--- src/rtl/lsh_fifo.sv ---
// Two-entry queue between the classifying front end and the counter back end.
module lsh_fifo #(
  parameter int unsigned WIDTH = 15
) (
  input  logic             clk,
  input  logic             rst_n,
  input  logic             push_valid,
  output logic             push_ready,
  input  logic [WIDTH-1:0] push_data,
  output logic             pop_valid,
  input  logic             pop_ready,
  output logic [WIDTH-1:0] pop_data
);

  logic [WIDTH-1:0] entry_r [2];
  logic             wr_ptr_r, wr_ptr_nxt;
  logic             rd_ptr_r, rd_ptr_nxt;
  logic [1:0]       fill_r, fill_nxt;
  logic             do_push, do_pop;

  assign push_ready = (fill_r != 2'd2);
  assign pop_valid  = (fill_r != 2'd0);
  assign pop_data   = entry_r[rd_ptr_r];
  assign do_push    = push_valid && push_ready;
  assign do_pop     = pop_valid && pop_ready;

  always_comb begin
    wr_ptr_nxt = do_push ? ~wr_ptr_r : wr_ptr_r;
    rd_ptr_nxt = do_pop ? ~rd_ptr_r : rd_ptr_r;
    fill_nxt   = fill_r + 2'(do_push) - 2'(do_pop);
  end

  always_ff @(posedge clk) begin
    if (!rst_n) begin
      wr_ptr_r <= 1'b0;
      rd_ptr_r <= 1'b0;
      fill_r   <= 2'd0;
    end else begin
      wr_ptr_r <= wr_ptr_nxt;
      rd_ptr_r <= rd_ptr_nxt;
      fill_r   <= fill_nxt;
    end
  end

  always_ff @(posedge clk) begin
    if (do_push) begin
      entry_r[wr_ptr_r] <= push_data;
    end
  end

endmodule

--- config.mk ---
export PLATFORM = sky130hd
export DESIGN_NAME = lsh_fifo
export DESIGN_NICKNAME = d
export VERILOG_FILES = /design/src/rtl/lsh_fifo.sv
export SDC_FILE = /design/constraint.sdc
export NUM_CORES = 1
export LEC_CHECK = 0
export ABC_AREA = 1
export BUFFER_PORTS_ARGS = -buffer_cell sky130_fd_sc_hd__buf_2
export CORE_ASPECT_RATIO = 0.6
export CORE_UTILIZATION = 46
export CTS_CLUSTER_SIZE = 30
export DETAILED_ROUTE_END_ITERATION = 6
export HOLD_SLACK_MARGIN = 0.06
export PLACE_DENSITY = 0.74
export REMOVE_ABC_BUFFERS = 1
export SLEW_MARGIN = 30
export SYNTH_ARGS = -nofsm -noshare
export SYNTH_HDL_FRONTEND = slang
export SYNTH_SLANG_ARGS = --single-unit
--- constraint.sdc ---
create_clock -name clk -period 1.7 [get_ports clk]
set_input_delay 0.255 -clock clk [delete_from_list [all_inputs] [get_ports clk]]
set_output_delay 0.255 -clock clk [all_outputs]
set_load 0.01 [all_outputs]
Yosys cells after proc, flatten, opt, wreduce, memory -nomap -nowiden
Memories as Yosys holds them, arrays and structs flattened. A register that Yosys moved wholly into a read port is not among the register bits.
Cells that the tools add are included.

storage, ports and cells
  flip-flop bits (word level) = 4
  memories kept = 1
  word-level logic and storage cells = 16
  RAM bits = 30
  bits of input ports = 19

cells by class
  multiplexer cells = 4
  reduce and logical (&&, ||, !) cells = 3
  $add $sub $neg = 2
  bitwise logic cells = 2
  equality and inequality tests = 1

memories
  name     words  width  rd ports  clocked after Yosys merged registers in  wr ports  RTL line  text
  entry_r  2      15     1         1                                        1         15        logic [WIDTH-1:0] entry_r [2];

operators with widths
  cell                  number
  $mux W1               4
  $add A2 B1 Y2         1
  $logic_and A1 B1 Y1   2
  $ne A2 B2 Y1 const B  1
  $not A1 Y1            2
  $reduce_bool A2 Y1    1
  $sub A2 B1 Y2         1

Logic depth before layout (Yosys ltp)
Gate-level depths: netlist of run 1.

  word-level depth = 4
  gate-level depth with buffers = 11
  gate-level depth less buffers = 11

Worst setup path after synthesis of run 1
No wires, ideal clock.

  kind = register -> register
  from = register fill_r[0]
  to = memory entry_r[0][0] (enable)
  arrival time = 1.277 ns
  setup slack = 0.036 ns
  period minus slack after synthesis = 1.664 ns
  buffers on the path = 0
  stages on the path, launching flop included = 5
  cells stage by stage = dfxtp_1 > inv_1 > nand2_1 > nand2_1 > nor2_1

between the ends
  word-level cells in the longest chain between the ends = 4

RTL lines
  element                        RTL line  text
  from (decl)                    18        logic [1:0] fill_r, fill_nxt;
  from (signal assigned)         41        fill_r <= fill_nxt;
  $ne A2 B2 Y1                   21        assign push_ready = (fill_r != 2'd2);
  via push_ready                 8         output logic push_ready,
  $logic_and A1 B1 Y1            24        assign do_push = push_valid && push_ready;
  $mux W1                        46        if (do_push) begin
  $mux W1 (not written as such)  47        entry_r[wr_ptr_r] <= push_data;
  to (decl)                      15

The timed path passes the listed nets, and every way through them passes these cells.

==> summary.txt, run 1 <==
Clock tree
  – Post-CTS sizing: 0
  – CTS tree: built
  – H-tree depth: 2
  – Clock sinks: 35
  – Worst skew pair latency: 0.28 ns
  – Post-CTS Setup Inserts: 0
  – Clk root buf: clkbuf_8
  – Cts hold-fix bufs: 0
  – CTS clk-pin slew, worst paths: 0.06 ns
  – TritonCTS buffer count: 5
  – Clock Path Buffers: 2

Synth
  – YS warnings: 0
  – Mean Syn Cell Area: 16.6 sq um
  – Synth top area cells: edfxtp_1, mux2_4, dfxtp_1, mux2_2, nand2_1
  – Synth Register Bits: 35
  – Mapped cell area: 1380 sq um
  – Mapped Cells: 83
  – Yosys cell types: 12
  – Sequential element share of the synthesized area: 72.6%
  – Top cell type's share of synthesized area: 65.3%
  – Post-synth top area cell: edfxtp_1

Timing
  – Hold slack: 0.162 ns
  – Hold violation total from the final report: 0
  – Unrepaired setup endpoints after global routing: false
  – Final setup fails: 0
  – Final min period: 1.53 ns
  – Crit share post-route: 89.8%
  – Slew HR: 85.6%
  – Clock skew: 0.00242 ns
  – Slew @ Worst Pin: 0.216 ns
  – Final Max Tran Viols: 0
  – Fmax achieved: 0.655 GHz
  – Final worst slack: 0.173 ns
  – Setup TNS: 0 ns

Pwr
  – Leak pwr: 0.000710 uW
  – Pwr Density: 1430 nW/um^2
  – Worst VDD drop: 0.764 mV

Placement
  – Quantity of I/O buffers inserted on ports: 35
  – Routability Congestion: 0.822
  – DP HPWL: 1470 um
  – DP Worst Slack: 0.188 ns

Global routing
  – Number of global-route vias before repair: 790
  – GRT Overall Usage: 15.5%
  – Total grt overflow: 0
  – First-pass GRT wire length: 3430 um
  – Largest net degree at the start of global routing: 16
  – Antenna violations before repair: 0

Critical path
  – Worst Path Arrival: 1.27 ns
  – Critical Path Fanout Max: 7
  – CP Capture Type: primary output
  – Startpoint types: flop
  – CP required: 1.44 ns
  – Worst R2R Setup Slack: 0.21 ns
  – Crit Path Class: reg -> out

Finish
  – Ant diodes: 0
  – Layout cells sized above 1: 46.9%
  – Commonest non-fill, non-tap cells in the layout: buf_2, edfxtp_1, mux2_4
  – Final net count: 148
  – Commonest non-fill, non-tap cell in the layout: buf_2
  – Area Overhead vs Synth: 22.1%
  – Final Util: 63.3%
  – Layout fillers: 213

Floorplanning
  – Die width: 72.7 um
  – Core area: 2660 sq um
  – # rows: 14
  – Initial Util: 51.8%
  – Boundary Pins: 36
  – Die area: 3230 sq um
  – Chip height: 44.4 um

Route
  – Post-route ant nets: 0
  – Drt via density: 4.52
  – Final wirelength: 2080 um
  – DRC Markers: 0
  – Via count: 760
  – 1st-iter DRT viols: 33
  – DRT Pass-1 Iters: 3
  – Routed len/inst: 12.4 um

Hold path
  – Worst min path class: in -> reg

Run status
  – Status: complete, no violations

Run
  – Max-Cap Viols: 0
[report_power, final]
| group | switching, uW | leakage (uW) | internal, uW |
|---|---|---|---|
| clock | 266 | 0.0000403 | 279 |
| combinational | 359 | 0.000348 | 345 |
| sequential | 55.2 | 0.000322 | 1100 |
[logic make-up (layout without fill, tap and decap cells)]
kind of cell,count (synthesis),in the layout,share of synthesized area (%)
flip-flops,35,35,72.6
adder cells (fa/ha/maj),2,2,1.81
AND/OR/NAND/NOR,20,20,5.72
AO/OA/AOI/OAI,2,2,0.726
buffers and inverters,9,54,4.17
multiplexers,15,15,15.0
[cell usage after synthesis, drive strengths merged]
master and n:
a21oi 2, buf 2, dfxtp 5, edfxtp 30
ha 2, inv 7, mux2 15, nand2 9
nand3 3, nor2 8
[worst max-delay path: stages, from the launching register on]
cell and delay (ns):
dfxtp_1 0.33, buf_4 0.18, mux2_2 0.35, buf_2 0.14
[flip-flops by register name, summed over array words and instances (netlist names), named ones only]
signal,count
rd_ptr_r,1
entry_r,30
fill_r,2
wr_ptr_r,1
[routing by layer]
layer	track usage [%]	vias up	share of wire [%]
met5	0	-	0
met4	8.24	0	0.34
met3	8.43	2	9.3
met2	24.3	26	45
met1	17.3	349	45
li1	-	383	-
[stage by stage]
| step | cells | cell area [sq um] | total power (uW) |
|---|---|---|---|
| floorplan | 81 | 1350 | 1620 |
| global placement | 160 | 1600 | 1860 |
| detailed placement | 160 | 1600 | 1880 |
| CTS | 168 | 1680 | 2430 |
| global route | 168 | 1680 | 2560 |
| finish | 168 | 1680 | 2400 |
[path summary, 6_finish.rpt]
| kind | start | endpoint | depth (start not counted) |
|---|---|---|---|
| worst min-delay path | push_data[2] | entry_r[0][2]$_DFFE_PP_ | 1 |
| worst min register to register | rd_ptr_r$_SDFFE_PN0P_ | flop | 2 |
| worst max-delay path | flop | pop_data[14] | 3 |
| worst max register to register | fill_r[0]$_SDFF_PN0_ | fill_r[1]$_SDFF_PN0_ | 10 |
[cell type report]
class	count	area (sq um)	share of cell area, %
flip-flops and latches	35	1000	59.5
multi-input cells	39	320	19.0
repair buffers	39	205	12.2
clock buffers	6	72.6	4.31
well taps	40	50.0	2.97
inverters	7	26.3	1.56
clock inverters	2	7.51	0.446
Note: power is estimated with default switching activity, not from simulation.
==> run 2: changes to the inputs <==
- CORE_UTILIZATION: 46 -> 40
- HOLD_SLACK_MARGIN: 0.06 -> unset
- PLACE_DENSITY: 0.74 -> 0.66
==> run 2 against run 1 <==
  * Critical endpoint is now fill_r[1]$_SDFF_PN0_
  * Highest routed layer is now met3
  * Critical path type is now reg -> reg
  * Count of clock-buffer cells in the layout grew 2
  * Global-route usage shrank 2.6 points
  * Via count grew 4.3%
  * First-iteration DRC count shrank 67%
  * Setup slack lost 0.017 ns
  * Wire length grew 0.43%
  * Sequential power is essentially flat
  * Total power grew 0.57%
  * Clock power is essentially flat
  * Worst hold slack gained 0.0020 ns
==> summary.txt, run 2 (same netlist as run 1, synthesis figures left out) <==
Critical path
  – CP required: 1.87 ns (was 1.44 ns)
  – Worst Path Arrival: 1.71 ns (was 1.27 ns)
  – Reg2reg start: fill_r[0]$_SDFF_PN0_ (unchanged)
  – Critical Path Fanout Max: 4 (was 7)
  – CP Launch Point: fill_r[0]$_SDFF_PN0_
  – Slowest CP cell: dfxtp_1 (was mux2_2)
  – Startpoint types: flop (unchanged)
  – Crit Path Class: reg -> reg (was reg -> out)
  – Max incr delay on CP: 0.36 ns (was 0.35 ns)
  – CP Cell Sequence: inv_1 > nand2_1 > nand2_1 > ha_1 > inv_1 > ha_1 > inv_1 > nand2_1 > a21oi_1 > nor2_1 (was buf_4 > mux2_2 > buf_2)
  – CP Capture Type: flop (was primary output)

Global routing
  – First-pass GRT wire length: 3250 um (was 3430 um)
  – Largest net degree at the start of global routing: 16 (unchanged)
  – Total grt overflow: 0 (unchanged)
  – Number of global-route vias before repair: 761 (was 790)
  – GRT Overall Usage: 12.9% (was 15.5%)
  – Antenna violations before repair: 0 (unchanged)

Placement
  – DP HPWL: 1520 um (was 1470 um)
  – Quantity of I/O buffers inserted on ports: 35 (unchanged)
  – Routability Congestion: 0.820 (was 0.822)
  – Placed Area: 1620 sq um (was 1600 sq um)
  – DP Worst Slack: 0.163 ns (was 0.188 ns)

Finish
  – Largest register by flop count: entry_r (unchanged)
  – Fin area: 1700 sq um (was 1680 sq um)
  – Top Registers: entry_r (30), fill_r (2) (unchanged)
  – Commonest non-fill, non-tap cells in the layout: buf_2, edfxtp_1, mux2_4 (unchanged)
  – Area Overhead vs Synth: 23.4% (was 22.1%)
  – Footprint of the multi-input gates: 320 sq um (unchanged)
  – Ant diodes: 0 (unchanged)
  – Layout cells sized above 1: 46.1% (was 46.9%)
  – FF+latch area: 1000 sq um (about the same)
  – Final net count: 148 (unchanged)
  – Commonest non-fill, non-tap cell in the layout: buf_2 (unchanged)
  – Layout fillers: 283 (was 213)
  – Max reg flops: 30 (unchanged)

Clock tree
  – Post-CTS sizing: 0 (unchanged)
  – Clk root buf: clkbuf_8 (unchanged)
  – TritonCTS buffer count: 5 (unchanged)
  – Clock sinks: 35 (unchanged)
  – Clock Path Buffers: 2 (unchanged)
  – Worst skew pair latency: 0.28 ns (about the same)
  – Post-CTS Setup Inserts: 0 (unchanged)
  – CTS tree: built (unchanged)
  – Cts hold-fix bufs: 0 (unchanged)
  – H-tree depth: 2 (unchanged)
  – CTS clk-pin slew, worst paths: 0.07 ns (was 0.06 ns)

Timing
  – Hold slack: 0.164 ns (was 0.162 ns)
  – Slew HR: 76.7% (was 85.6%)
  – Final setup fails: 0 (unchanged)
  – Clock skew: 0.00631 ns (was 0.00242 ns)
  – Unrepaired setup endpoints after global routing: false (unchanged)
  – Final min period: 1.54 ns (was 1.53 ns)
  – Crit share post-route: 90.8% (was 89.8%)
  – Final Max Tran Viols: 0 (unchanged)
  – Setup TNS: 0 ns (unchanged)
  – Fmax achieved: 0.648 GHz (was 0.655 GHz)
  – Slew @ Worst Pin: 0.349 ns (was 0.216 ns)
  – Final worst slack: 0.156 ns (was 0.173 ns)
  – Hold violation total from the final report: 0 (unchanged)

Hold path
  – Hold_sp: push_data[0] (was push_data[2])
  – Worst min path class: in -> reg (unchanged)

Floorplanning
  – Core area: 3260 sq um (was 2660 sq um)
  – # rows: 16 (was 14)
  – Die area: 3690 sq um (was 3230 sq um)
  – Initial Util: 42.3% (was 51.8%)
  – Chip height: 47.5 um (was 44.4 um)
  – Die width: 77.8 um (was 72.7 um)
  – Boundary Pins: 36 (unchanged)

Pwr
  – Worst VDD drop: 0.641 mV (was 0.764 mV)
  – Leak pwr: 0.000712 uW (was 0.000710 uW)
  – Tot Pwr: 2410 uW (was 2400 uW)
  – Pwr Density: 1420 nW/um^2 (was 1430 nW/um^2)

Run status
  – Status: complete, no violations (unchanged)

Route
  – Drt via density: 4.58 (was 4.52)
  – Routed len/inst: 12.1 um (was 12.4 um)
  – Post-route ant nets: 0 (unchanged)
  – Via count: 793 (was 760)
  – 1st-iter DRT viols: 11 (was 33)
  – Final wirelength: 2090 um (was 2080 um)
  – DRT Pass-1 Iters: 4 (was 3)
  – DRC Markers: 0 (unchanged)

Run
  – Max-Cap Viols: 0 (unchanged)
[run 2: changes by cell type in the layout (fill, tap and decap cells not counted), sizes merged]
| cell | before | now |
|---|---|---|
| clkbuf | 6 | 8 |
| clkinv | 2 | 0 |
[run 2: routing by layer]
metal | global-route usage (%) | vias up | routed length, um
li1 | - | 386 | -
met1 | 13.9 | 383 | 918
met2 | 22.1 | 24 | 1030
met3 | 8.19 | 0 | 136
met4 | 3.40 | 0 | 0
met5 | 0 | - | 0
[run 2: layout make-up]
| type | count | share of cell area [%] |
|---|---|---|
| flip-flops and latches | 35 | 58.8 |
| multi-input cells | 39 | 18.8 |
| repair buffers | 39 | 12.8 |
| clock buffers | 8 | 4.71 |
| well taps | 45 | 3.31 |
| inverters | 7 | 1.54 |
[run 2: critical path: cells and delay by family (launching register included)]
family                     cells  cell delay (ns)
adders and majority gates      2             0.47
DFF                            1             0.36
and+or+nand+nor                4             0.31
buffers and inverters          3             0.16
AOI/OAI and AO/OA              1             0.13
[run 2: report_power, final]
| part | switching, uW | internal [uW] |
|---|---|---|
| Combinational | 368 | 355 |
| Clock | 253 | 290 |
| Sequential | 53.9 | 1090 |
[run 2: through the flow]
| step | util (%) | instances |
|---|---|---|
| floorplan | - | 81 |
| global placement | 49.7 | 165 |
| detailed placement | 49.7 | 165 |
| CTS | 52.1 | 173 |
| global route | 52.1 | 173 |
| finish | 52.1 | 173 |
[run 2: path summary, 6_finish.rpt]
path / endpoint / slack (ns) / cells after the start
setup / recovery: fill_r[1]$_SDFF_PN0_ / 0.16 / 10
hold / removal: entry_r[0][0]$_DFFE_PP_ / 0.16 / 1
setup reg to reg: fill_r[1]$_SDFF_PN0_ / 0.16 / 10
hold reg to reg: wr_ptr_r$_SDFFE_PN0N_ / 0.52 / 2
==> run 3: changes to the inputs <==
- PLACE_DENSITY: 0.66 -> unset
- PLACE_DENSITY_LB_ADDON: unset -> 0.12
==> run 3 against run 2 <==
  * Register-to-register slack improved by 0.06 ns
  * Clock skew fell by 0.00084 ns
  * Non-clock buffer count rose by 1
  * Sequential power barely moved
  * First-iteration DRC count rose by 82%
  * Clock power barely moved
  * Combinational power fell by 2.9%
  * Maximum frequency fell by 2.8%
  * Worst hold slack improved by 0.0012 ns
  * Highest routed layer is now met4
  * Wire length rose by 1.2%
  * Setup slack got worse by 0.045 ns
==> summary.txt, run 3 (same netlist as run 1, synthesis figures left out) <==
Global routing
  – Largest net degree at the start of global routing: 16 (unchanged)
  – Antenna violations before repair: 0 (unchanged)
  – GRT Overall Usage: 12.8% (was 12.9%)
  – Total grt overflow: 0 (unchanged)
  – Number of global-route vias before repair: 732 (was 761)
  – First-pass GRT wire length: 3160 um (was 3250 um)

Critical path
  – Worst R2R Setup Slack: 0.22 ns (was 0.16 ns)
  – Startpoint types: flop (unchanged)
  – Worst Path Arrival: 1.33 ns (was 1.71 ns)
  – CP required: 1.44 ns (was 1.87 ns)
  – R2R Path End: fill_r[1]$_SDFF_PN0_ (unchanged)
  – Reg2reg start: fill_r[0]$_SDFF_PN0_ (unchanged)
  – CP Capture Type: primary output (was flop)
  – Crit Path Class: reg -> out (was reg -> reg)
  – Critical Path Fanout Max: 7 (was 4)
  – Worst r2r path cells: 10 (unchanged)

Floorplanning
  – Boundary Pins: 36 (unchanged)
  – Core area: 3260 sq um (unchanged)
  – Initial Util: 42.3% (unchanged)
  – # rows: 16 (unchanged)
  – Chip height: 47.5 um (unchanged)
  – Die width: 77.8 um (unchanged)
  – Die area: 3690 sq um (unchanged)

Finish
  – Ant diodes: 0 (unchanged)
  – Final Non-Filler Cells: 174 (was 173)
  – Final net count: 149 (was 148)
  – Area Overhead vs Synth: 23.1% (was 23.4%)
  – Top Registers: entry_r (30), fill_r (2) (unchanged)
  – Layout fillers: 286 (was 283)
  – Commonest non-fill, non-tap cell in the layout: buf_2 (unchanged)
  – Largest register by flop count: entry_r (unchanged)
  – Layout cells sized above 1: 47.3% (was 46.1%)
  – Max reg flops: 30 (unchanged)
  – Commonest non-fill, non-tap cells in the layout: buf_2, edfxtp_1, mux2_4 (unchanged)

Route
  – Drt via density: 4.47 (was 4.58)
  – Via count: 778 (was 793)
  – Final wirelength: 2110 um (was 2090 um)
  – Post-route ant nets: 0 (unchanged)
  – Routed len/inst: 12.1 um (about the same)
  – DRT Pass-1 Iters: 2 (was 4)
  – 1st-iter DRT viols: 20 (was 11)
  – DRC Markers: 0 (unchanged)

Pwr
  – Worst VDD drop: 0.712 mV (was 0.641 mV)
  – Pint: 1720 uW (was 1740 uW)
  – Clock power share: 22.6% (was 22.5%)
  – Combinational power share: 29.3% (was 29.9%)
  – Pwr Density: 1410 nW/um^2 (was 1420 nW/um^2)
  – Register share of total power: 48.1% (was 47.6%)
  – Sw Ratio: 28.2% (was 27.9%)
  – Leak pwr: 0.000715 uW (was 0.000712 uW)
  – Psw: 675 uW (about the same)
  – Tot Pwr: 2400 uW (was 2410 uW)

Timing
  – Crit share post-route: 93.4% (was 90.8%)
  – Hold violation total from the final report: 0 (unchanged)
  – Final setup fails: 0 (unchanged)
  – Setup TNS: 0 ns (unchanged)
  – Final min period: 1.59 ns (was 1.54 ns)
  – Clock skew: 0.00548 ns (was 0.00631 ns)
  – Fmax achieved: 0.629 GHz (was 0.648 GHz)
  – Slew HR: 85.3% (was 76.7%)
  – Final Max Tran Viols: 0 (unchanged)
  – Final worst slack: 0.111 ns (was 0.156 ns)
  – Slew @ Worst Pin: 0.220 ns (was 0.349 ns)
  – Unrepaired setup endpoints after global routing: false (unchanged)

Placement
  – DP Worst Slack: 0.213 ns (was 0.163 ns)
  – Cells after DPL: 166 (was 165)
  – DP HPWL: 1530 um (was 1520 um)
  – Routability Congestion: 0.738 (was 0.820)
  – Quantity of I/O buffers inserted on ports: 35 (unchanged)

Hold path
  – Hold path depth: 1 (unchanged)
  – Worst min path class: in -> reg (unchanged)
  – Hold_sp: push_data[5] (was push_data[0])
  – Worst Hold Path EP: entry_r[0][5]$_DFFE_PP_ (was entry_r[0][0]$_DFFE_PP_)

Clock tree
  – Worst skew pair latency: 0.28 ns (about the same)
  – Clk root buf: clkbuf_8 (unchanged)
  – TritonCTS buffer count: 5 (unchanged)
  – Clock Path Buffers: 2 (unchanged)
  – H-tree depth: 2 (unchanged)
  – CTS clk-pin slew, worst paths: 0.06 ns (was 0.07 ns)
  – Cts hold-fix bufs: 0 (unchanged)
  – Clock sinks: 35 (unchanged)
  – CTS tree: built (unchanged)

Run
  – Max-Cap Viols: 0 (unchanged)

Run status
  – Status: complete, no violations (unchanged)
run 3: changes by cell type in the layout (fill, tap and decap cells not counted), sizes merged:
cell / change
clkinv: +2
clkbuf: -2
buf: +1
run 3: repair_timing:
item,in CTS,in global routing
resized for setup,0,1
buffers inserted,0,0
setup endpoints to repair,0,6
run 3: cell type report:
type | instances | area (sq um) | area share (%)
Inverter | 7 | 26.3 | 1.55
Multi-Input combinational cell | 39 | 320 | 18.9
Timing Repair Buffer | 40 | 213 | 12.5
Clock inverter | 2 | 7.51 | 0.442
Sequential cell | 35 | 1000 | 59.0
Tap cell | 45 | 56.3 | 3.32
Clock buffer | 6 | 72.6 | 4.27
run 3: stage by stage:
step,hold WS (ns),area [sq um],util [%]
final,0.166,1700,52.0
after global routing,0.149,1700,52.0
after detailed placement,0.447,1620,49.5
after floorplan,0.348,1350,-
after CTS,0.153,1700,52.0
after global placement,0.442,1620,49.5
run 3: critical path, stage by stage, from the launching register on:
cell and delay (ns):
dfxtp_2 0.38, buf_4 0.20, mux2_2 0.34, buf_2 0.14
run 3: power groups by stage:
stage / logic (uW) / clock network [uW] / registers [uW]
after floorplan: 433 / 0 / 1190
after global placement: 704 / 0 / 1170
after detailed placement: 713 / 0 / 1170
after CTS: 715 / 565 / 1150
after global routing: 786 / 594 / 1170
final: 702 / 541 / 1150
run 3: worst max path at each step:
stage | start | endpoint | slack (ns) | depth (start not counted)
finish | flop | pop_data[1] | 0.11 | 3
global route | fill_r[0]$_SDFF_PN0_ | fill_r[1]$_SDFF_PN0_ | 0.04 | 10
CTS | flop | pop_data[3] | 0.006 | 3
detailed placement | fill_r[0]$_SDFF_PN0_ | fill_r[1]$_SDFF_PN0_ | 0.21 | 10
global placement | fill_r[0]$_SDFF_PN0_ | fill_r[1]$_SDFF_PN0_ | 0.29 | 10
floorplan | fill_r[0]$_SDFF_PN0_ | entry_r[0][0]$_DFFE_PP_ | 0.04 | 4
run 3: layer usage:
metal | vias to the layer above | part of all wire (%) | GRT usage (%)
li1 | 388 | - | -
met1 | 362 | 42 | 12.8
met2 | 23 | 50 | 23.0
met3 | 5 | 6.4 | 5.71
met4 | 0 | 0.99 | 8.68
met5 | - | 0 | 0
