**src/rtl/lsh_pkg.sv**
```systemverilog
// Shared types and constants of the set and slice histogram.
package lsh_pkg;

  localparam int unsigned ADDR_W   = 46;
  localparam int unsigned SEL_W    = 11;
  localparam int unsigned SLICE_W  = 3;
  localparam int unsigned SLICES   = 8;
  localparam int unsigned COUNT_W  = 32;
  localparam int unsigned LINE_OFS = 6;
  localparam int unsigned DIV_W    = ADDR_W - LINE_OFS;
  localparam int unsigned CFG_IDX_W = 2;

  localparam logic [CFG_IDX_W-1:0] REG_SLICE_MASK_LOW  = 2'd0;
  localparam logic [CFG_IDX_W-1:0] REG_SLICE_MASK_MID  = 2'd1;
  localparam logic [CFG_IDX_W-1:0] REG_SLICE_MASK_HIGH = 2'd2;

  localparam logic [ADDR_W-1:0] MASK_LOW_RST  = 46'h1B5F575440;
  localparam logic [ADDR_W-1:0] MASK_MID_RST  = 46'h2EB5FAA880;
  localparam logic [ADDR_W-1:0] MASK_HIGH_RST = 46'h3CCCC93100;

  localparam logic OP_RECORD = 1'b0;
  localparam logic OP_READ   = 1'b1;

  localparam logic [COUNT_W-1:0] COUNT_MAX = 32'hFFFF_FFFF;

  typedef logic [SLICES-1:0][COUNT_W-1:0] count_row_t;

  typedef enum logic [2:0] {
    F_IDLE = 3'b001,
    F_DIV  = 3'b010,
    F_PUSH = 3'b100
  } front_state_t;

endpackage

```
**src/rtl/lsh_if.sv**
```systemverilog
// Handshake channels of the histogram: address samples in, results out.
interface lsh_in_if import lsh_pkg::*; ();
  logic                valid;
  logic                ready;
  logic                operation;
  logic [ADDR_W-1:0]   phys_addr;
  logic [SEL_W-1:0]    set_select;

  modport source (output valid, output operation, output phys_addr, output set_select,
                  input ready);
  modport sink   (input valid, input operation, input phys_addr, input set_select,
                  output ready);
endinterface


```
**src/rtl/lsh_front.sv**
```systemverilog
// Front end: mask registers, slice hash and set index of each incoming beat.
module lsh_front import lsh_pkg::*; #(
  parameter int unsigned SET_COUNT = 2048,
  parameter int unsigned ADDR_BITS = 46,
  parameter int unsigned SET_W     = $clog2(SET_COUNT),
  parameter int unsigned ENTRY_W   = SET_W + SLICE_W + 1
) (
  input  logic                 clk,
  input  logic                 rst_n,
  lsh_in_if.sink               in_ch,
  input  logic                 cfg_we,
  input  logic [CFG_IDX_W-1:0] cfg_index,
  input  logic [ADDR_W-1:0]    cfg_wdata,
  input  logic                 clearing,
  output logic                 q_valid,
  input  logic                 q_ready,
  output logic [ENTRY_W-1:0]   q_data
);

  localparam int unsigned EFF_BITS = (ADDR_BITS < ADDR_W) ? ADDR_BITS : ADDR_W;
  localparam logic [ADDR_W-1:0] ADDR_MASK =
    (EFF_BITS >= ADDR_W) ? {ADDR_W{1'b1}} : ((ADDR_W'(1) << EFF_BITS) - ADDR_W'(1));
  localparam int unsigned SELX_W = (SET_W > SEL_W) ? SET_W : SEL_W;
  localparam int unsigned DIGITS = (DIV_W + 7) / 8;
  localparam int unsigned PAD_W  = DIGITS * 8;
  localparam int unsigned SUM_W  = SET_W + 3;

  typedef logic [DIGITS-1:0][255:0][SET_W-1:0] digit_tbl_t;

  // Entry [i][d] holds d * 256**i reduced modulo SET_COUNT.
  function automatic digit_tbl_t digit_table();
    digit_tbl_t      t;
    longint unsigned w;
    t = '0;
    w = 64'd1;
    for (int i = 0; i < DIGITS; i++) begin
      for (int d = 0; d < 256; d++) begin
        t[i][d] = SET_W'((longint'(d) * w) % SET_COUNT);
      end
      w = (w << 8) % SET_COUNT;
    end
    return t;
  endfunction

  logic [ADDR_W-1:0]  mask_low_r, mask_mid_r, mask_high_r;
  logic [ADDR_W-1:0]  addr_eff;
  logic [SLICE_W-1:0] slice_hash;

  always_ff @(posedge clk) begin
    if (!rst_n) begin
      mask_low_r  <= MASK_LOW_RST;
      mask_mid_r  <= MASK_MID_RST;
      mask_high_r <= MASK_HIGH_RST;
    end else if (cfg_we) begin
      case (cfg_index)
        REG_SLICE_MASK_LOW:  mask_low_r  <= cfg_wdata;
        REG_SLICE_MASK_MID:  mask_mid_r  <= cfg_wdata;
        REG_SLICE_MASK_HIGH: mask_high_r <= cfg_wdata;
        default: ;
      endcase
    end
  end

  // Each slice bit is the parity of the address under its own mask.
  always_comb begin
    addr_eff      = in_ch.phys_addr & ADDR_MASK;
    slice_hash[0] = ^(addr_eff & mask_low_r);
    slice_hash[1] = ^(addr_eff & mask_mid_r);
    slice_hash[2] = ^(addr_eff & mask_high_r);
  end

  if ((1 << SET_W) == SET_COUNT) begin : g_pow2
    logic [SELX_W-1:0] sel_ext;
    logic [SET_W-1:0]  set_idx;

    always_comb begin
      sel_ext = SELX_W'(in_ch.set_select);
      set_idx = (in_ch.operation == OP_READ) ? sel_ext[SET_W-1:0]
                                             : addr_eff[LINE_OFS +: SET_W];
    end

    assign in_ch.ready = q_ready && !clearing;
    assign q_valid     = in_ch.valid && !clearing;
    assign q_data      = {in_ch.operation, slice_hash, set_idx};
  end else begin : g_serial
    // The residue of each dividend byte comes from a constant table. Their sum
    // stays below eight times SET_COUNT, so three compare-and-subtract steps
    // bring it into range.
    localparam digit_tbl_t DIGIT_TBL = digit_table();
    localparam logic [SUM_W-1:0] M1 = SUM_W'(SET_COUNT);
    localparam logic [SUM_W-1:0] M2 = SUM_W'(2 * SET_COUNT);
    localparam logic [SUM_W-1:0] M4 = SUM_W'(4 * SET_COUNT);

    front_state_t        state_r, state_nxt;
    logic [SUM_W-1:0]    sum_r;
    logic [SET_W-1:0]    rem_r;
    logic                op_r;
    logic [SLICE_W-1:0]  slice_r;
    logic [PAD_W-1:0]    dividend;
    logic [SUM_W-1:0]    sum_nxt;
    logic [SUM_W-1:0]    red4, red2, red1;
    logic                accept;

    assign in_ch.ready = (state_r == F_IDLE) && !clearing;
    assign accept      = in_ch.valid && in_ch.ready;
    assign q_valid     = (state_r == F_PUSH);
    assign q_data      = {op_r, slice_r, rem_r};

    always_comb begin
      dividend = (in_ch.operation == OP_READ) ? PAD_W'(in_ch.set_select)
                                              : PAD_W'(addr_eff[ADDR_W-1:LINE_OFS]);
      sum_nxt = '0;
      for (int i = 0; i < DIGITS; i++) begin
        sum_nxt = sum_nxt + SUM_W'(DIGIT_TBL[i][dividend[8*i +: 8]]);
      end
      red4 = (sum_r >= M4) ? sum_r - M4 : sum_r;
      red2 = (red4 >= M2) ? red4 - M2 : red4;
      red1 = (red2 >= M1) ? red2 - M1 : red2;
    end

    always_comb begin
      state_nxt = state_r;
      case (state_r)
        F_IDLE:  if (accept) state_nxt = F_DIV;
        F_DIV:   state_nxt = F_PUSH;
        F_PUSH:  if (q_ready) state_nxt = F_IDLE;
        default: state_nxt = F_IDLE;
      endcase
    end

    always_ff @(posedge clk) begin
      if (!rst_n) begin
        state_r <= F_IDLE;
      end else begin
        state_r <= state_nxt;
      end
    end

    always_ff @(posedge clk) begin
      if (accept) begin
        sum_r   <= sum_nxt;
        op_r    <= in_ch.operation;
        slice_r <= slice_hash;
      end else if (state_r == F_DIV) begin
        rem_r <= red1[SET_W-1:0];
      end
    end
  end

endmodule

```
**src/flat_wrapper.sv**
```systemverilog
// flat-port wrapper written by rule: the top's interface ports become plain ports
module lsh_front_flat import lsh_pkg::*;
#(
  parameter int unsigned SET_COUNT = 2048,
  parameter int unsigned ADDR_BITS = 46,
  parameter int unsigned SET_W     = $clog2(SET_COUNT),
  parameter int unsigned ENTRY_W   = SET_W + SLICE_W + 1
)
  (clk, rst_n, cfg_we, cfg_index, cfg_wdata, clearing, q_valid, q_ready, q_data, in_ch_valid, in_ch_operation, in_ch_phys_addr, in_ch_set_select, in_ch_ready);
  lsh_in_if in_ch_i ();
  input  logic clk;
  input  logic rst_n;
  input  logic cfg_we;
  input  logic [CFG_IDX_W-1:0] cfg_index;
  input  logic [ADDR_W-1:0] cfg_wdata;
  input  logic clearing;
  output logic q_valid;
  input  logic q_ready;
  output logic [ENTRY_W-1:0] q_data;
  input wire logic [$bits(in_ch_i.valid)-1:0] in_ch_valid;
  input wire logic [$bits(in_ch_i.operation)-1:0] in_ch_operation;
  input wire logic [$bits(in_ch_i.phys_addr)-1:0] in_ch_phys_addr;
  input wire logic [$bits(in_ch_i.set_select)-1:0] in_ch_set_select;
  output wire logic [$bits(in_ch_i.ready)-1:0] in_ch_ready;
  assign in_ch_i.valid = in_ch_valid;
  assign in_ch_i.operation = in_ch_operation;
  assign in_ch_i.phys_addr = in_ch_phys_addr;
  assign in_ch_i.set_select = in_ch_set_select;
  assign in_ch_ready = in_ch_i.ready;
  lsh_front #(.SET_COUNT(SET_COUNT), .ADDR_BITS(ADDR_BITS), .SET_W(SET_W), .ENTRY_W(ENTRY_W)) u_core (.clk(clk), .rst_n(rst_n), .in_ch(in_ch_i), .cfg_we(cfg_we), .cfg_index(cfg_index), .cfg_wdata(cfg_wdata), .clearing(clearing), .q_valid(q_valid), .q_ready(q_ready), .q_data(q_data));
endmodule
```
**config.mk**
```make
export PLATFORM = sky130hd
export DESIGN_NAME = lsh_front_flat
export DESIGN_NICKNAME = d
export VERILOG_FILES = /design/src/rtl/lsh_pkg.sv /design/src/rtl/lsh_if.sv /design/src/rtl/lsh_front.sv /design/src/flat_wrapper.sv
export SDC_FILE = /design/constraint.sdc
export NUM_CORES = 1
export LEC_CHECK = 0
export BUFFER_PORTS_ARGS = -buffer_cell sky130_fd_sc_hd__buf_4
export CAP_MARGIN = 20
export CORE_ASPECT_RATIO = 1.1
export CORE_UTILIZATION = 55
export CTS_CLUSTER_SIZE = 20
export DETAILED_ROUTE_END_ITERATION = 10
export PLACE_DENSITY = 0.85
export SLEW_MARGIN = 40
export SYNTH_ARGS = -nofsm -noshare
export SYNTH_HDL_FRONTEND = slang
export SYNTH_SLANG_ARGS = --single-unit
export TNS_END_PERCENT = 1
```
**constraint.sdc**
```tcl
create_clock -name clk -period 2.65 [get_ports clk]
set_input_delay 0.265 -clock clk [delete_from_list [all_inputs] [get_ports clk]]
set_output_delay 0.265 -clock clk [all_outputs]
set_load 0.03 [all_outputs]
```
After elaboration in Yosys (flattened, before gate mapping)
Cells that the tools add are included.

Flip-flop bits (word level): 138. Bits of input ports: 112. Output and inout bits: 17.

Equality and inequality tests: 2. Multiplexer cells: 1. Bitwise logic cells: 3. Reduce and logical (&&, ||, !) cells: 10.

Operators by type and width (number): $and 46x46->46 (3); $reduce_xor 46->1 (3); $mux 11 (1); $reduce_and 2->1 (3); $eq 2x1->1 const B (1); $eq 2x2->1 const B (1); $logic_and 1x1->1 (2); $logic_not 2->1 (1); $logic_not 1->1 (1).

Depth between registers and ports, before layout
Gate-level depths: netlist of run 1.

Word-level depth: 2. Depth in mapped cells: 6. Depth with buffers taken out: 6.

Worst setup path after synthesis of run 1
OpenSTA, ideal clock, no wires.

Path kind: register to output. From: register u_core.mask_low_r[34]. To: output q_data[11]. Arrival time: 1514 ps. Required time: 2385 ps. Path slack: 871 ps. Cell stages (with the launch flop): 7. Buffers on the path: 0. Cells stage by stage: dfxtp_1 > nand2_1 > xor2_1 > xnor2_1 > xnor2_1 > xnor2_1 > xnor3_1.

Cells in the longest elaborated chain, start to end: 2.

Ends and longest elaborated chain: start, declared (RTL line lsh_front.sv:45) `logic [ADDR_W-1:0] mask_low_r, mask_mid_r, mask_high_r;`; start signal, assigned (RTL line lsh_front.sv:56) `REG_SLICE_MASK_LOW: mask_low_r <= cfg_wdata;`; $and 46x46->46 (RTL line lsh_front.sv:67) `slice_hash[0] = ^(addr_eff & mask_low_r);`; $reduce_xor 46->1 (RTL line lsh_front.sv:67); end, declared (RTL line flat_wrapper.sv:19) `output logic [ENTRY_W-1:0] q_data;`.

No other way between the ends.

Worst setup path in the final report of run 1
From: register u_core.mask_mid_r[4]. To: output q_data[12].

Cells in the longest elaborated chain, start to end: 2.

Ends and longest elaborated chain: start, declared (RTL line lsh_front.sv:45); start signal, assigned (RTL line lsh_front.sv:57) `REG_SLICE_MASK_MID: mask_mid_r <= cfg_wdata;`; $and 46x46->46 (RTL line lsh_front.sv:68) `slice_hash[1] = ^(addr_eff & mask_mid_r);`; $reduce_xor 46->1 (RTL line lsh_front.sv:68).

No other way between the ends.

==> impl_metrics.tcl, run 1 <==
set metrics [dict create \
    ys_seq_elements 138 \
    cts_resized 0 \
    max_slew_margin_pct 55.1 \
    synth_common_cells "410 x nand2_1, 138 x dfxtp_1, 87 x xnor2_1" \
    die_w_um 109 \
    final_hold_viol_count 0 \
    ys_types 18 \
    grt_pass1_vias 5702 \
    start_util_pct 56.7 \
    vias 6207 \
    ys.flop_type "dfxtp_1" \
    clock_power_share_pct 39.3 \
    die_h_um 119 \
    clock_path_buffers 2 \
    diodes 0 \
    crit_path_max_fanout 2 \
    die_area_mm2 0.0130 \
    period_needed_ns 2.54 \
    avgSynthCellArea_um2 7.75 \
    yosysMostFrequentCell "nand2_1" \
    rsz0062_at_grt "no" \
    ant_nets 0 \
    cts_root_buffer "clkbuf_16" \
    status "finished, final reports clean" \
    wirelength_um 18800 \
    end_kind "primary output" \
    hpwlAfterDp_um 12400 \
    synth_top_cell_by_area "dfxtp_1" \
    seqPwrFrac_pct 36.9 \
    synth-async-reset-ratio_pct 0 \
    dp_slack_ns 0.536 \
    gp_congestion 0.843 \
    cp.arrival_ns 2.27 \
    peakVddDrop_mv 0.505 \
    insertion_delay_ns 0.42 \
    drv_cap 0 \
    internal_power_uw 4340 \
    drive_gt1_share_pct 19.2 \
    tns_ns 0 \
    maxSlewViolCount 0 \
    clock-sinks 138 \
    htree_levels 4 \
    critPathKind "reg2out" \
    remaining_drc_errors 0 \
    r2r_slack_ns 1.92 \
    synth_top_area_share_pct 40.1 \
    synth_warnings 0 \
    whs_ns 0.0712 \
    netlist_area_mm2 0.00688 \
    syn_nets 1000 \
    grt_use_total_pct 30.0 \
    postSynthCellCount 888 \
    fmax_mhz 394 \
    clk_pin_slew_ns 0.06 \
    tightest_slew_ns 0.674 \
    ioPinCount 129 \
    postCtsSetupBuffers 0 \
    core.rowCount 42 \
    swShare_pct 27.5 \
    leakage_uw 0.00352 \
    power_uw 5980 \
    cts_buffers 17 \
    timing.final.ws_setup_ns 0.113 \
    finalCritPeriodShare_pct 95.7 \
    drt-initial-drc-count 543 \
    wl_per_cell_um 16.2 \
    syn_to_final_growth_pct 23.7 \
    antenna_found_initial 0 \
    via_per_inst 5.35 \
    hold_class "in2reg" \
    coreArea_mm2 0.0121 \
    synth_edf_count 0 \
    power_switching_uw 1650 \
    setup_viol 0 \
    power_density_mw_per_mm2 703 \
    cts_hold_buffers 0 \
    seq_area_frac_synth_pct 40.1 \
    grt_pass1_wl_um 29100 \
    tritoncts "built" \
    dr.pass1.iters 5 \
    fin_worst_skew_ns 0 \
    synthTopCellsByArea "dfxtp_1 40%, nand2_1 22%, xnor2_1 11%" \
    p_comb_share_pct 23.9 \
    nNetsFinal 1106 \
    grt_remaining_overflow 0 \
    grt_max_degree 83 \
    startpoint_type "flip-flop" \
    crit_required_ns 2.38 \
    port_buffers 128 \
]
## flip-flops by register name, indices dropped and copies added, names as in the netlist
signal,cells
u_core.mask_high_r,46
u_core.mask_low_r,46
u_core.mask_mid_r,46
## layout by cell type (no fill, tap or decap), types with 11 or more instances in the layout
cell,netlist,layout
clkbuf_16,0,17
nand3_1,53,53
nand2_1,410,410
xor2_1,30,30
dfxtp_1,138,138
xnor2_1,87,87
a21boi_0,85,85
mux2_2,11,11
xnor2_2,12,12
buf_4,1,133
## area by class of cell
type                       instances  area, um2
tap                              154        193
fill                             934       3630
clock buffer                      24        502
multi-input combinational        703       3950
clock inverter                     8       90.1
sequential                       138       2760
timing repair buffer             134       1020
## final timing paths
check,cells past startpoint,endpoint,start
hold reg to reg,2,u_core.mask_mid_r[41],u_core.mask_mid_r[41]
setup / recovery,7,q_data[12],u_core.mask_mid_r[4]
setup reg to reg,2,u_core.mask_high_r[2],u_core.mask_high_r[2]
hold / removal,3,u_core.mask_high_r[36],cfg_wdata[36]
## metrics by stage
stage          cell area [um2]  std cells  util, %
2_1_floorplan             6880        888        -
3_3_place_gp              7920       1129     65.2
3_5_place_dp              7920       1129     65.3
4_1_cts                   8510       1161     70.1
5_1_grt                   8510       1161     70.1
6_report                  8510       1161     70.1
## power groups by stage
| stage | combinational [uW] | clock [uW] | sequential (uW) |
|---|---|---|---|
| final | 1430 | 2350 | 2200 |
| after detailed placement | 1410 | 0 | 2250 |
| after floorplan | 936 | 0 | 2240 |
| after global placement | 1400 | 0 | 2240 |
| after global routing | 1500 | 2460 | 2210 |
| after CTS | 1420 | 2370 | 2200 |
## logic make-up after synthesis
logic type / share of synthesized area [%]
AO/OA/AOI/OAI: 9.27
XOR/XNOR: 18.7
buffers and inverters: 2.62
flip-flops: 40.1
multiplexers: 1.80
AND/OR/NAND/NOR: 27.5
## worst max-delay path, cell delays in order, from the launching register on
cell and delay, ns:
dfxtp_1 0.33, nand2_1 0.08, xor2_1 0.29, xnor2_1 0.15, xnor2_1 0.22, xnor2_1 0.15, xnor3_1 0.45, buf_4 0.19
## routing by layer
layer / routed length [um] / part of all wire (%) / track usage [%]
met3: 1360 / 7.2 / 6.19
met4: 721 / 3.8 / 13.9
met2: 9060 / 48 / 48.5
met1: 7690 / 41 / 38.1
met5: 0 / 0 / 0
No activity file was read; power rests on OpenSTA's default activity.
==> run 2: changes to the inputs <==
==> constraint.sdc (replaced) <==
create_clock -name clk -period 3.3 [get_ports clk]
set_input_delay 0.33 -clock clk [delete_from_list [all_inputs] [get_ports clk]]
set_output_delay 0.33 -clock clk [all_outputs]
set_load 0.03 [all_outputs]
==> impl_metrics.tcl, run 2 (synthesized netlist as in run 1, its figures left out) <==
set metrics [dict create \
    grt_pass1_wl_um 29000 \
    reg.largest.list "u_core.mask_high_r x46, u_core.mask_low_r x46, u_core.mask_mid_r x46" \
    drv_cap 0 \
    whs_ns 0.130 \
    startpoint_type "flip-flop" \
    crit_path_max_fanout 2 \
    status "finished, final reports clean" \
    drt-initial-drc-count 421 \
    critPathKind "reg2out" \
    path_cells "nand2_1, xor2_1, xnor2_1, xnor2_1, xnor2_1, xnor3_1, buf_4" \
    leakage_uw 0.00349 \
    crit_required_ns 2.97 \
    fill_cells 945 \
    grt_use_total_pct 30.0 \
    die_h_um 119 \
    die_area_mm2 0.0130 \
    grt_remaining_overflow 0 \
    dp_slack_ns 1.05 \
    grt_max_degree 87 \
    fin_worst_skew_ns 0 \
    core.rowCount 42 \
    power_density_mw_per_mm2 550 \
    hold_class "in2reg" \
    rr_startpoint "u_core.mask_low_r[11]" \
    timing.final.ws_setup_ns 0.699 \
    tritoncts "built" \
    cts_hold_buffers 0 \
    finalCritPeriodShare_pct 78.8 \
    final_cell_mix "410 x nand2_1, 138 x dfxtp_1, 135 x buf_4" \
    via_per_inst 5.38 \
    diodes 0 \
    cp_top_family "XOR/XNOR gates" \
    coreArea_mm2 0.0121 \
    start_util_pct 56.7 \
    cp-startpoint "u_core.mask_high_r[45]" \
    ant_nets 0 \
    gp_congestion 0.855 \
    port_buffers 128 \
    postCtsSetupBuffers 0 \
    cts_buffers 17 \
    r2r_slack_ns 2.56 \
    dp_cells 1130 \
    clock_path_buffers 2 \
    peakVddDrop_mv 0.382 \
    crit_slowest_cell "xnor3_1" \
    grt_pass1_vias 5656 \
    syn_to_final_growth_pct 22.9 \
    insertion_delay_ns 0.42 \
    tns_ns 0 \
    power_uw 4650 \
    cpPeakStageDelay_ns 0.44 \
    maxSlewViolCount 0 \
    dr.pass1.iters 6 \
    clock-sinks 138 \
    clk_pin_slew_ns 0.06 \
    htree_levels 4 \
    period_needed_ns 2.60 \
    cts_resized 0 \
    final_hold_viol_count 0 \
    cp_common_cell "xnor2_1" \
    setup_viol 0 \
    drive_gt1_share_pct 18.9 \
    layout.cells.non_filler 1158 \
    tightest_slew_ns 0.778 \
    max_slew_margin_pct 48.1 \
    final_common_cell "nand2_1" \
    antenna_found_initial 0 \
    nNetsFinal 1107 \
    cp.arrival_ns 2.27 \
    path_buf_inv 1 \
    cts_root_buffer "clkbuf_16" \
    min-delay-start "cfg_wdata[26]" \
    hpwlAfterDp_um 12400 \
    rsz0062_at_grt "no" \
    end_kind "primary output" \
    wl_per_cell_um 16.2 \
    vias 6226 \
    fmax_mhz 385 \
    ioPinCount 129 \
    remaining_drc_errors 0 \
    wirelength_um 18700 \
    die_w_um 109 \
]
-- run 2: path summary, 6_finish.rpt --
path | endpoint | cells past startpoint
worst max-delay path | q_data[13] | 7
worst min-delay path | u_core.mask_high_r[26] | 3
worst max register to register | u_core.mask_low_r[11] | 2
worst min register to register | u_core.mask_high_r[10] | 2
-- run 2: area by class of cell --
type / instances / area [um2] / share of cell area, %
clock buffer: 26 / 529 / 6.26
sequential: 138 / 2760 / 32.7
multi-input combinational: 703 / 3950 / 46.7
clock inverter: 2 / 10.0 / 0.118
timing repair buffer: 135 / 1010 / 12.0
tap: 154 / 193 / 2.28
-- run 2: layer usage --
metal | GRT usage, % | vias to the layer above | wire length (um) | part of all wire [%]
met5 | 0 | - | 0 | 0
met4 | 15.9 | 0 | 835 | 4.5
met3 | 5.97 | 58 | 1330 | 7.1
met2 | 47.6 | 296 | 8970 | 48
met1 | 38.0 | 2859 | 7570 | 40
li1 | - | 3013 | - | -
-- run 2: worst register-to-register path: cells and delay by family, from the launching register on --
family          cells  cell delay [ns]
simple gates        1             0.06
compound gates      1             0.25
flops               1             0.33
-- run 2: where the power goes --
part | internal [uW] | switching (uW)
Clock | 1080 | 657
Sequential | 1740 | 34.0
Combinational | 541 | 599
Total | 3360 | 1290
-- run 2: through the flow --
| stage | cell area [um2] | util, % |
|---|---|---|
| detailed placement | 7920 | 65.2 |
| global placement | 7910 | 65.2 |
| floorplan | 6880 | - |
| global route | 8460 | 69.7 |
| finish | 8460 | 69.7 |
| CTS | 8460 | 69.7 |
==> run 3: changes to the inputs <==
==> constraint.sdc (replaced) <==
create_clock -name clk -period 2.5 [get_ports clk]
set_input_delay 0.25 -clock clk [delete_from_list [all_inputs] [get_ports clk]]
set_output_delay 0.25 -clock clk [all_outputs]
set_load 0.03 [all_outputs]
==> impl_metrics.tcl, run 3 (synthesized netlist as in run 1, its figures left out) <==
set metrics [dict create \
    status "finished, final reports clean" \
    startpoint_type "flip-flop" \
    fmax_mhz 403 \
    maxSlewViolCount 0 \
    rsz0062_at_grt "yes" \
    die_h_um 119 \
    drt-initial-drc-count 602 \
    dr_wl_met3_um 1750 \
    core.rowCount 42 \
    crit_slowest_cell "xnor3_1" \
    power_density_mw_per_mm2 764 \
    cp_top_family "XOR/XNOR gates" \
    cpPeakStageDelay_ns 0.46 \
    clock-sinks 138 \
    grt_use_total_pct 31.6 \
    via_per_inst 5.65 \
    fin_worst_skew_ns 0 \
    drv_cap 0 \
    power_switching_uw 1880 \
    crit_path_max_fanout 2 \
    layout.cells.non_filler 1164 \
    final_common_cell "nand2_1" \
    grt_pass1_vias 6164 \
    crit_required_ns 2.25 \
    wl_met1_um 7800 \
    tritoncts "built" \
    insertion_delay_ns 0.43 \
    p_comb_share_pct 24.5 \
    nNetsFinal 1109 \
    vias 6575 \
    cp.arrival_ns 2.23 \
    htree_levels 4 \
    postCtsSetupBuffers 0 \
    reg.largest.list "u_core.mask_high_r x46, u_core.mask_low_r x46, u_core.mask_mid_r x46" \
    swShare_pct 27.7 \
    power_uw 6780 \
    grt_pass1_wl_um 30600 \
    clock_path_buffers 2 \
    period_needed_ns 2.48 \
    peakVddDrop_mv 0.580 \
    top_layer_used "met4" \
    grt_remaining_overflow 0 \
    whs_ns 0.0440 \
    critPathKind "reg2out" \
    timing.final.ws_setup_ns 0.0161 \
    ant_nets 0 \
    clock_power_share_pct 40.9 \
    die_w_um 109 \
    path_cells "nand2_1, xor2_1, xnor2_1, xnor2_1, xnor2_1, xnor3_1, buf_6" \
    cts_root_buffer "clkbuf_16" \
    clk_pin_slew_ns 0.06 \
    internal_power_uw 4900 \
    remaining_drc_errors 0 \
    dr.pass1.iters 6 \
    syn_to_final_growth_pct 28.8 \
    finalCritPeriodShare_pct 99.4 \
    hpwlAfterDp_um 12600 \
    dp_cells 1132 \
    setup_viol 0 \
    leakage_uw 0.00370 \
    max_slew_margin_pct 52.4 \
    path_buf_inv 1 \
    seqPwrFrac_pct 34.6 \
    wl_per_cell_um 17.9 \
    end_kind "primary output" \
    cp_common_cell "xnor2_1" \
    diodes 0 \
    antenna_found_initial 0 \
    wirelength_um 20800 \
    grt_max_degree 77 \
    port_buffers 128 \
    cts_buffers 17 \
    ioPinCount 129 \
    final_hold_viol_count 0 \
    gp_congestion 0.827 \
    coreArea_mm2 0.0121 \
    postLayoutCoreUtil_pct 73.0 \
    hold_class "in2reg" \
    start_util_pct 56.7 \
    final_cell_mix "395 x nand2_1, 134 x buf_4, 129 x dfxtp_1" \
    dp_slack_ns 0.410 \
    wl_met2_um 10300 \
    drive_gt1_share_pct 24.8 \
    die_area_mm2 0.0130 \
    tightest_slew_ns 0.714 \
]
[run 3: power groups by stage]
| stage | Clock, uW | Sequential (uW) | Combinational (uW) |
|---|---|---|---|
| floorplan | 0 | 2370 | 992 |
| global placement | 0 | 2380 | 1490 |
| detailed placement | 0 | 2380 | 1500 |
| CTS | 2760 | 2330 | 1530 |
| global route | 2870 | 2350 | 1740 |
| finish | 2770 | 2340 | 1660 |
[run 3: path summary, 6_finish.rpt]
kind	startpoint	endpoint	slack, ns	depth (start not counted)
worst max register to register	u_core.mask_low_r[2]	u_core.mask_low_r[2]	1.67	2
worst max-delay path	u_core.mask_mid_r[38]	q_data[12]	0.02	7
worst min register to register	u_core.mask_high_r[39]	u_core.mask_high_r[39]	0.47	2
worst min-delay path	cfg_wdata[31]	u_core.mask_high_r[31]	0.04	3
[run 3: layout make-up]
cell class	instances	area, um2
Multi-Input combinational cell	703	4210
Tap cell	154	193
Clock inverter	13	198
Sequential cell	138	2770
Clock buffer	19	453
Timing Repair Buffer	137	1040
Fill cell	821	3280
[run 3: timing repair]
| action | 4_1_cts | 5_1_grt |
|---|---|---|
| hold buffers | 0 | 0 |
| setup endpoints to repair | 2 | 3 |
| resized for setup | 6 | 50 |
| hold endpoints to repair | 0 | 0 |
| pin swaps | 2 | 32 |
[run 3: routing by layer]
layer  vias up  GRT usage, %
li1       3015             -
met1      3112          38.6
met2       363          51.7
met3        85          6.84
met4         0          16.1
met5         -             0
[run 3: metrics by stage]
step	setup TNS (ns)	area, um2
after floorplan	0	6880
after detailed placement	0	7930
after global routing	-0.112	8860
final	0	8860
after CTS	0	8630
after global placement	0	7930
[run 3: tightest hold or removal path, stage by stage]
cell and delay [ns]:
buf_4 0.09, nand2_1 0.04, nand3_1 0.06
